### src/hdl/ola_pkg.sv
// Shared types, constants and helpers for the ordered list block.
`timescale 1ns / 1ps

package ola_pkg;

  localparam int LIST_DEPTH = 16;
  localparam int IDX_W      = $clog2(LIST_DEPTH);
  localparam int CNT_W      = $clog2(LIST_DEPTH + 1);
  localparam int DATA_W     = 32;

  localparam logic [1:0] CMD_APPEND = 2'd0;
  localparam logic [1:0] CMD_DELETE = 2'd1;
  localparam logic [1:0] CMD_LIST   = 2'd2;

  localparam logic [1:0] ST_OK        = 2'd0;
  localparam logic [1:0] ST_EMPTY     = 2'd1;
  localparam logic [1:0] ST_NOT_FOUND = 2'd2;
  localparam logic [1:0] ST_FULL      = 2'd3;

  typedef struct packed {
    logic [1:0]         command;
    logic signed [31:0] value;
  } in_t;

  typedef struct packed {
    logic [1:0]         status;
    logic [CNT_W-1:0]   count;
    logic [CNT_W-1:0]   position;
    logic signed [31:0] element;
    logic               last;
  } out_t;

  typedef struct packed {
    logic              rd_en;
    logic [IDX_W-1:0]  rd_addr;
    logic              wr_en;
    logic [IDX_W-1:0]  wr_addr;
    logic [DATA_W-1:0] wr_data;
  } mem_req_t;

  typedef enum logic [2:0] {
    S_IDLE,
    S_SEARCH,
    S_SHIFT,
    S_LIST,
    S_RESP
  } state_t;

  function automatic out_t make_resp(input logic [1:0] status, input logic [CNT_W-1:0] count);
    out_t r;
    r.status   = status;
    r.count    = count;
    r.position = '0;
    r.element  = '0;
    r.last     = 1'b1;
    return r;
  endfunction

endpackage

### src/hdl/ordered_list_append_delete.sv
// Top level of the bounded ordered list: entry RAM plus command sequencer.
`timescale 1ns / 1ps

//  channel | direction | handshake        | beat
//  --------+-----------+------------------+--------------------------------------
//  in_     | input     | in_valid/in_stall | command, value
//  out_    | output    | out_valid/out_stall | status, count, position, element, last
//
//  One command at a time; in_stall is high from acceptance until the command's
//  last beat has been loaded into the output register. A delete runs a search
//  up to the first equal entry, then a shift of the entries behind it, one RAM
//  read a cycle; delete or list on an empty list and append when full answer
//  with a single status beat. Reset clears the count and the control state;
//  the entries themselves are not cleared. out_stall holds the current beat
//  and pauses the listing without losing entries.

module ordered_list_append_delete (
  input  logic          clk,
  input  logic          rst_n,
  input  logic          in_valid,
  output logic          in_stall,
  input  ola_pkg::in_t  in_data,
  output logic          out_valid,
  input  logic          out_stall,
  output ola_pkg::out_t out_data
);

  ola_pkg::mem_req_t           mem_req;
  logic [ola_pkg::DATA_W-1:0]  rd_data;

  // entries live in RAM; the sequencer reads, shifts and writes them back
  ola_ram #(
    .DEPTH (ola_pkg::LIST_DEPTH),
    .WIDTH (ola_pkg::DATA_W)
  ) u_ram (
    .clk     (clk),
    .wr_en   (mem_req.wr_en),
    .wr_addr (mem_req.wr_addr),
    .wr_data (mem_req.wr_data),
    .rd_en   (mem_req.rd_en),
    .rd_addr (mem_req.rd_addr),
    .rd_data (rd_data)
  );

  ola_ctrl u_ctrl (
    .clk       (clk),
    .rst_n     (rst_n),
    .in_valid  (in_valid),
    .in_stall  (in_stall),
    .in_data   (in_data),
    .out_valid (out_valid),
    .out_stall (out_stall),
    .out_data  (out_data),
    .mem_req   (mem_req),
    .rd_data   (rd_data)
  );

endmodule

### src/hdl/ola_ram.sv
// Simple dual-port synchronous RAM, one write and one registered read port.
`timescale 1ns / 1ps

module ola_ram #(
  parameter int DEPTH = 16,
  parameter int WIDTH = 32
) (
  input  logic                     clk,
  input  logic                     wr_en,
  input  logic [$clog2(DEPTH)-1:0] wr_addr,
  input  logic [WIDTH-1:0]         wr_data,
  input  logic                     rd_en,
  input  logic [$clog2(DEPTH)-1:0] rd_addr,
  output logic [WIDTH-1:0]         rd_data
);

  logic [WIDTH-1:0] mem [DEPTH];
  logic [WIDTH-1:0] rd_data_r;

  always_ff @(posedge clk) begin
    if (wr_en) begin
      mem[wr_addr] <= wr_data;
    end
  end

  // hold read data until the next read
  always_ff @(posedge clk) begin
    if (rd_en) begin
      rd_data_r <= mem[rd_addr];
    end
  end

  assign rd_data = rd_data_r;

endmodule

### src/hdl/ola_ctrl.sv
// Command sequencer: search, shift and listing over the entry RAM, plus the output register.
`timescale 1ns / 1ps

module ola_ctrl (
  input  logic                      clk,
  input  logic                      rst_n,
  input  logic                      in_valid,
  output logic                      in_stall,
  input  ola_pkg::in_t              in_data,
  output logic                      out_valid,
  input  logic                      out_stall,
  output ola_pkg::out_t             out_data,
  output ola_pkg::mem_req_t         mem_req,
  input  logic [ola_pkg::DATA_W-1:0] rd_data
);

  ola_pkg::state_t                 state_r, state_nxt;
  logic [ola_pkg::CNT_W-1:0]       len_r, len_nxt;
  logic [ola_pkg::DATA_W-1:0]      val_r, val_nxt;
  logic [ola_pkg::CNT_W-1:0]       iss_r, iss_nxt;
  logic                            pend_r, pend_nxt;
  logic [ola_pkg::IDX_W-1:0]       rd_idx_r, rd_idx_nxt;
  ola_pkg::out_t                   resp_r, resp_nxt;
  logic                            out_valid_r, out_valid_nxt;
  ola_pkg::out_t                   out_data_r, out_data_nxt;

  logic                            out_free;
  logic                            issue;
  logic                            at_last;
  logic [ola_pkg::CNT_W-1:0]       last_idx;
  logic [ola_pkg::CNT_W-1:0]       rd_idx_ext;

  always_ff @(posedge clk) begin
    if (!rst_n) begin
      state_r     <= ola_pkg::S_IDLE;
      len_r       <= '0;
      pend_r      <= 1'b0;
      out_valid_r <= 1'b0;
    end else begin
      state_r     <= state_nxt;
      len_r       <= len_nxt;
      pend_r      <= pend_nxt;
      out_valid_r <= out_valid_nxt;
    end
  end

  always_ff @(posedge clk) begin
    val_r      <= val_nxt;
    iss_r      <= iss_nxt;
    rd_idx_r   <= rd_idx_nxt;
    resp_r     <= resp_nxt;
    out_data_r <= out_data_nxt;
  end

  assign out_free   = !out_valid_r || !out_stall;
  assign last_idx   = len_r - ola_pkg::CNT_W'(1);
  assign rd_idx_ext = ola_pkg::CNT_W'(rd_idx_r);
  assign at_last    = (rd_idx_ext == last_idx);

  always_comb begin
    state_nxt     = state_r;
    len_nxt       = len_r;
    val_nxt       = val_r;
    iss_nxt       = iss_r;
    pend_nxt      = pend_r;
    rd_idx_nxt    = rd_idx_r;
    resp_nxt      = resp_r;
    out_valid_nxt = out_valid_r && out_stall;
    out_data_nxt  = out_data_r;
    mem_req       = '0;
    issue         = 1'b0;

    case (state_r)
      ola_pkg::S_IDLE: begin
        if (in_valid) begin
          val_nxt  = in_data.value;
          iss_nxt  = '0;
          pend_nxt = 1'b0;
          case (in_data.command)
            ola_pkg::CMD_APPEND: begin
              if (len_r == ola_pkg::CNT_W'(ola_pkg::LIST_DEPTH)) begin
                resp_nxt = ola_pkg::make_resp(ola_pkg::ST_FULL, len_r);
              end else begin
                mem_req.wr_en   = 1'b1;
                mem_req.wr_addr = len_r[ola_pkg::IDX_W-1:0];
                mem_req.wr_data = in_data.value;
                len_nxt         = len_r + ola_pkg::CNT_W'(1);
                resp_nxt        = ola_pkg::make_resp(ola_pkg::ST_OK, len_nxt);
              end
              state_nxt = ola_pkg::S_RESP;
            end
            ola_pkg::CMD_DELETE: begin
              if (len_r == '0) begin
                resp_nxt  = ola_pkg::make_resp(ola_pkg::ST_EMPTY, len_r);
                state_nxt = ola_pkg::S_RESP;
              end else begin
                state_nxt = ola_pkg::S_SEARCH;
              end
            end
            ola_pkg::CMD_LIST: begin
              if (len_r == '0) begin
                resp_nxt  = ola_pkg::make_resp(ola_pkg::ST_EMPTY, len_r);
                state_nxt = ola_pkg::S_RESP;
              end else begin
                state_nxt = ola_pkg::S_LIST;
              end
            end
            default: begin
              // unused code: drop it
              state_nxt = ola_pkg::S_IDLE;
            end
          endcase
        end
      end

      ola_pkg::S_SEARCH: begin
        issue    = (iss_r < len_r);
        pend_nxt = issue;
        if (pend_r) begin
          if (rd_data == val_r) begin
            if (at_last) begin
              len_nxt   = last_idx;
              resp_nxt  = ola_pkg::make_resp(ola_pkg::ST_OK, last_idx);
              state_nxt = ola_pkg::S_RESP;
            end else begin
              state_nxt = ola_pkg::S_SHIFT;
            end
          end else if (at_last) begin
            resp_nxt  = ola_pkg::make_resp(ola_pkg::ST_NOT_FOUND, len_r);
            state_nxt = ola_pkg::S_RESP;
          end
        end
      end

      ola_pkg::S_SHIFT: begin
        issue    = (iss_r < len_r);
        pend_nxt = issue;
        if (pend_r) begin
          mem_req.wr_en   = 1'b1;
          mem_req.wr_addr = rd_idx_r - ola_pkg::IDX_W'(1);
          mem_req.wr_data = rd_data;
          if (at_last) begin
            len_nxt   = last_idx;
            resp_nxt  = ola_pkg::make_resp(ola_pkg::ST_OK, last_idx);
            state_nxt = ola_pkg::S_RESP;
          end
        end
      end

      ola_pkg::S_LIST: begin
        issue = (iss_r < len_r) && (!pend_r || out_free);
        if (pend_r && out_free) begin
          out_valid_nxt         = 1'b1;
          out_data_nxt.status   = ola_pkg::ST_OK;
          out_data_nxt.count    = len_r;
          out_data_nxt.position = rd_idx_ext + ola_pkg::CNT_W'(1);
          out_data_nxt.element  = rd_data;
          out_data_nxt.last     = at_last;
          pend_nxt              = 1'b0;
          if (at_last) begin
            state_nxt = ola_pkg::S_IDLE;
          end
        end
        if (issue) begin
          pend_nxt = 1'b1;
        end
      end

      ola_pkg::S_RESP: begin
        if (out_free) begin
          out_valid_nxt = 1'b1;
          out_data_nxt  = resp_r;
          state_nxt     = ola_pkg::S_IDLE;
        end
      end

      default: begin
        state_nxt = ola_pkg::S_IDLE;
      end
    endcase

    if (issue) begin
      mem_req.rd_en   = 1'b1;
      mem_req.rd_addr = iss_r[ola_pkg::IDX_W-1:0];
      iss_nxt         = iss_r + ola_pkg::CNT_W'(1);
      rd_idx_nxt      = iss_r[ola_pkg::IDX_W-1:0];
    end

    // a match leaves the search: start the shift at the entry after it
    if (state_r == ola_pkg::S_SEARCH && state_nxt == ola_pkg::S_SHIFT) begin
      iss_nxt  = rd_idx_ext + ola_pkg::CNT_W'(1);
      pend_nxt = 1'b0;
    end
  end

  assign in_stall  = (state_r != ola_pkg::S_IDLE);
  assign out_valid = out_valid_r;
  assign out_data  = out_data_r;

endmodule

### config.mk
export PLATFORM = sky130hd
export DESIGN_NAME = ordered_list_append_delete
export DESIGN_NICKNAME = d
export VERILOG_FILES = /design/src/hdl/ola_pkg.sv /design/src/hdl/ordered_list_append_delete.sv /design/src/hdl/ola_ram.sv /design/src/hdl/ola_ctrl.sv
export SDC_FILE = /design/constraint.sdc
export NUM_CORES = 1
export LEC_CHECK = 0
export BUFFER_PORTS_ARGS = -buffer_cell sky130_fd_sc_hd__buf_2
export CORE_MARGIN = 3
export CORE_UTILIZATION = 45
export CTS_CLUSTER_DIAMETER = 150
export DETAILED_ROUTE_END_ITERATION = 10
export PLACE_DENSITY = 0.6
export SYNTH_ARGS = -nofsm -noshare
export SYNTH_HDL_FRONTEND = slang
export SYNTH_SLANG_ARGS = --single-unit
### constraint.sdc
create_clock -name clk -period 5.35 [get_ports clk]
set_input_delay 0 -clock clk [delete_from_list [all_inputs] [get_ports clk]]
set_output_delay 0 -clock clk [all_outputs]
set_load 0.01 [all_outputs]
==> impl_metrics.env <==
export IMPL_grt_overflow=0
export IMPL_whs_path_depth=5
export IMPL_place_inst=2420
export IMPL_min_delay_start="in_data[32]"
export IMPL_grt_pass1_vias=15440
export IMPL_r2r_cells=11
export IMPL_final_min_clock_period_ns=3.912
export IMPL_cpMaxStageDelayCell="nor2_4"
export IMPL_yosysTopAreaCell="edfxtp_1"
export IMPL_setup_worst_path_class="reg -> reg"
export IMPL_start_util_pct=45.60
export IMPL_ioPinCount=85
export IMPL_cpPeakStageDelay_ns=0.71
export IMPL_crit_fanout=34
export IMPL_num_rows=90
export IMPL_syn_area_per_cell_um2=17.21
export IMPL_drv_slew=0
export IMPL_synthMuxAreaShare_pct=9.348
export IMPL_status="complete, no violations"
export IMPL_synth_top_family_by_area="multiplexers"
export IMPL_drive_above_1_share_pct=22.86
export IMPL_seq_area_frac_synth_pct=74.09
export IMPL_p_per_area_mw_per_mm2=355.3
export IMPL_min_path_type="in -> reg"
export IMPL_routabilityCongestion=0.8349
export IMPL_worst_path_buf_inv=5
export IMPL_route_detailed_drc=0
export IMPL_synth_adder_area_share_pct=0.6793
export IMPL_drtIter0Drc=1267
export IMPL_hold_viol=0
export IMPL_num_antenna_cells=0
export IMPL_syn_nets=1658
export IMPL_dieHeight_um=253.8
export IMPL_multi_input_area_mm2=0.006899
export IMPL_synth_cells=1605
export IMPL_nNetsFinal=1801
export IMPL_synth_ff_type="edfxtp_1"
export IMPL_slew_headroom_pct=18.36
export IMPL_synth_area_leaders="edfxtp_1, mux4_2, mux2_2"
export IMPL_clockBufferDepth=3
export IMPL_drtAntennaViolNets=0
export IMPL_synth_edf_count=675
export IMPL_worst_ep_required_time_ns=5.63
export IMPL_r2r_setup_slack_ns=1.44
export IMPL_design_area_mm2=0.03174
export IMPL_max_cap_viol_count=0
export IMPL_post_drt_wl_per_cell_um=26.44
export IMPL_clk_pin_slew_ns=0.06
export IMPL_grt_pass1_wl_mm=100.9
export IMPL_final_period_utilization_pct=73.11
export IMPL_ys_ff_latch=685
export IMPL_final_seq_area_mm2=0.02047
export IMPL_cp_end_kind="flop"
export IMPL_via_per_inst=5.892
export IMPL_synth_xor_area_share_pct=1.603
export IMPL_clock_sinks=685
export IMPL_path_cells="inv_1 -> ha_1 -> nor4bb_1 -> buf_4 -> nor3b_4 -> buf_4 -> inv_1 -> o22ai_1 -> nand2b_1 -> nor2_4 -> buf_12"
export IMPL_via_count=15230
export IMPL_placed_cell_area_mm2=0.02922
export IMPL_synth_compound_area_share_pct=7.459
export IMPL_antenna_found_initial=0
export IMPL_finalPower_mw=11.28
export IMPL_irDropWorstVdd_mv=0.2445
export IMPL_grt_usage_pct=21.43
export IMPL_placeableCoreArea_mm2=0.06058
export IMPL_chipWidth_um=253.8
export IMPL_p_leak_nw=10.76
export IMPL_place_detailed_hpwl_mm=40.55
export IMPL_critPathTopFamily="simple AND/OR/NAND/NOR gates"
export IMPL_whs_endpoint="u_ctrl.state_r[0]"
export IMPL_skew_ns=0.02325
export IMPL_clock_latency_ns=0.60
export IMPL_finalSetupViolations=0
export IMPL_synthSimpleGateAreaFrac_pct=5.217
export IMPL_async_reset_ff_share_pct=0
export IMPL_htree_num_levels=3
export IMPL_synthToLayoutAreaGrowth_pct=14.88
export IMPL_rsz0062_at_grt="false"
export IMPL_die_area_mm2=0.06440
export IMPL_critPathLaunchType="flop"
export IMPL_final_cells=2584
export IMPL_cts_tree="built"
export IMPL_drt_first_pass_iters=7
export IMPL_cts_made_buffers=72
export IMPL_numPortBuffers=84
export IMPL_cts_resized=0
export IMPL_synth_top_area_share_pct=73.37
export IMPL_finish_utilization_pct=52.39
export IMPL_synth_cell_types=58
export IMPL_r2r_end="u_ram.mem[10][28]"
export IMPL_worstMarginPinSlew_ns=1.223
export IMPL_tns_ns=0
export IMPL_timing_fmax_mhz=255.6
export IMPL_wirelength_mm=68.32
export IMPL_critical_path_arrival_ns=4.20
export IMPL_fill_cells=4891
export IMPL_syn_area_mm2=0.02763
export IMPL_cts_root_buffer="clkbuf_16"
export IMPL_r2r_start="u_ctrl.len_r[0]"
export IMPL_ys_warn_count=0
export IMPL_grt_max_degree=120
how the worst max path moves through the flow:
stage / startpoint / to / slack (ns) / depth (start not counted)
after floorplan: u_ctrl.len_r[0] / u_ctrl.resp_r[0] / 0.65 / 10
after CTS: u_ctrl.len_r[0] / u_ram.mem[10][27] / 1.39 / 11
after global routing: u_ctrl.len_r[0] / u_ram.mem[2][21] / 1.20 / 11
final: u_ctrl.len_r[0] / u_ram.mem[10][28] / 1.44 / 11
after global placement: u_ctrl.len_r[0] / u_ram.mem[10][23] / 1.47 / 11
after detailed placement: u_ctrl.len_r[0] / u_ram.mem[10][27] / 1.44 / 11
flip-flops by register name, summed over array words and instances (netlist names):
register	flops
u_ctrl.iss_r	5
u_ctrl.len_r	5
u_ctrl.out_data	45
u_ctrl.out_valid	1
u_ctrl.pend_r	1
u_ctrl.rd_idx_r	4
u_ctrl.resp_r	45
u_ctrl.state_r	3
u_ctrl.val_r	32
u_ram.mem	512
u_ram.rd_data	32
kinds of logic (layout without fill, tap and decap cells):
| family | count (synthesis) | count (layout) |
|---|---|---|
| and+or+nand+nor | 314 | 314 |
| AOI/OAI and AO/OA | 264 | 264 |
| adders and majority gates | 15 | 15 |
| buffers and inverters | 111 | 308 |
| xor gates and xnor gates | 49 | 49 |
| DFF | 685 | 685 |
| muxes | 167 | 167 |
tightest hold or removal path: cells and delay by family:
kind	cells	cell delay, ns
AO/OA/AOI/OAI	2	0.25
adder cells (fa/ha/maj)	1	0.18
buffers and inverters	1	0.11
AND/OR/NAND/NOR	1	0.08
layer usage:
metal  GRT usage, %  share of wire (%)
met1          30.32                 44
met2          33.73                 47
met3          3.910                5.7
met4          7.389                3.0
met5              0                  0
timing repair:
| action | in CTS | in global routing |
|---|---|---|
| setup buffers | 0 | 0 |
| hold endpoints to repair | 42 | 0 |
| hold buffers | 36 | 0 |
metrics by stage:
step,setup WS (ns),hold slack [ns]
2_1_floorplan,0.6515,0.09887
3_3_place_gp,1.470,0.2299
3_5_place_dp,1.439,0.2259
4_1_cts,1.385,0.01241
5_1_grt,1.199,0.09668
6_report,1.438,0.06014
cell usage after synthesis (all sizes together), types with 9 or more instances:
cell,count
nor2,70
mux2,98
nand2b,10
a22o,32
edfxtp,675
a21oi,13
nor4,9
mux4,63
a2bb2oi,32
inv,16
nand2,141
clkbuf,74
dfxtp,10
a211oi,35
o21ai,19
and3,9
o32ai,32
xnor2,13
ha,15
and2,42
nand3,10
xor2,35
o22ai,34
buf,20
a221oi,32
final cells by class:
type / instances / area share, %
well taps: 782 / 3.083
inverters: 17 / 0.2050
multi-input cells: 809 / 21.74
clock buffers: 95 / 6.150
flip-flops and latches: 685 / 64.50
clock inverters: 33 / 0.6544
repair buffers: 163 / 3.674
cell usage in the layout (no fill, tap or decap), types with 34 or more instances in the layout:
master / netlist / layout
nand2_1: 141 / 140
buf_2: 7 / 84
mux2_2: 98 / 98
and2_1: 42 / 42
clkbuf_16: 0 / 75
mux4_2: 63 / 63
dlygate4sd3_1: 0 / 36
buf_4: 0 / 38
a211oi_1: 35 / 35
o22ai_1: 34 / 34
edfxtp_1: 675 / 675
xor2_1: 35 / 35
nor2_1: 70 / 53
power by group:
group	switching (mW)	total, mW	internal [mW]
sequential	0.0420	6.01	5.97
combinational	0.391	0.634	0.243
clock	1.97	4.63	2.66
total	2.41	11.3	8.87
Power figures use the tool's default switching activity.
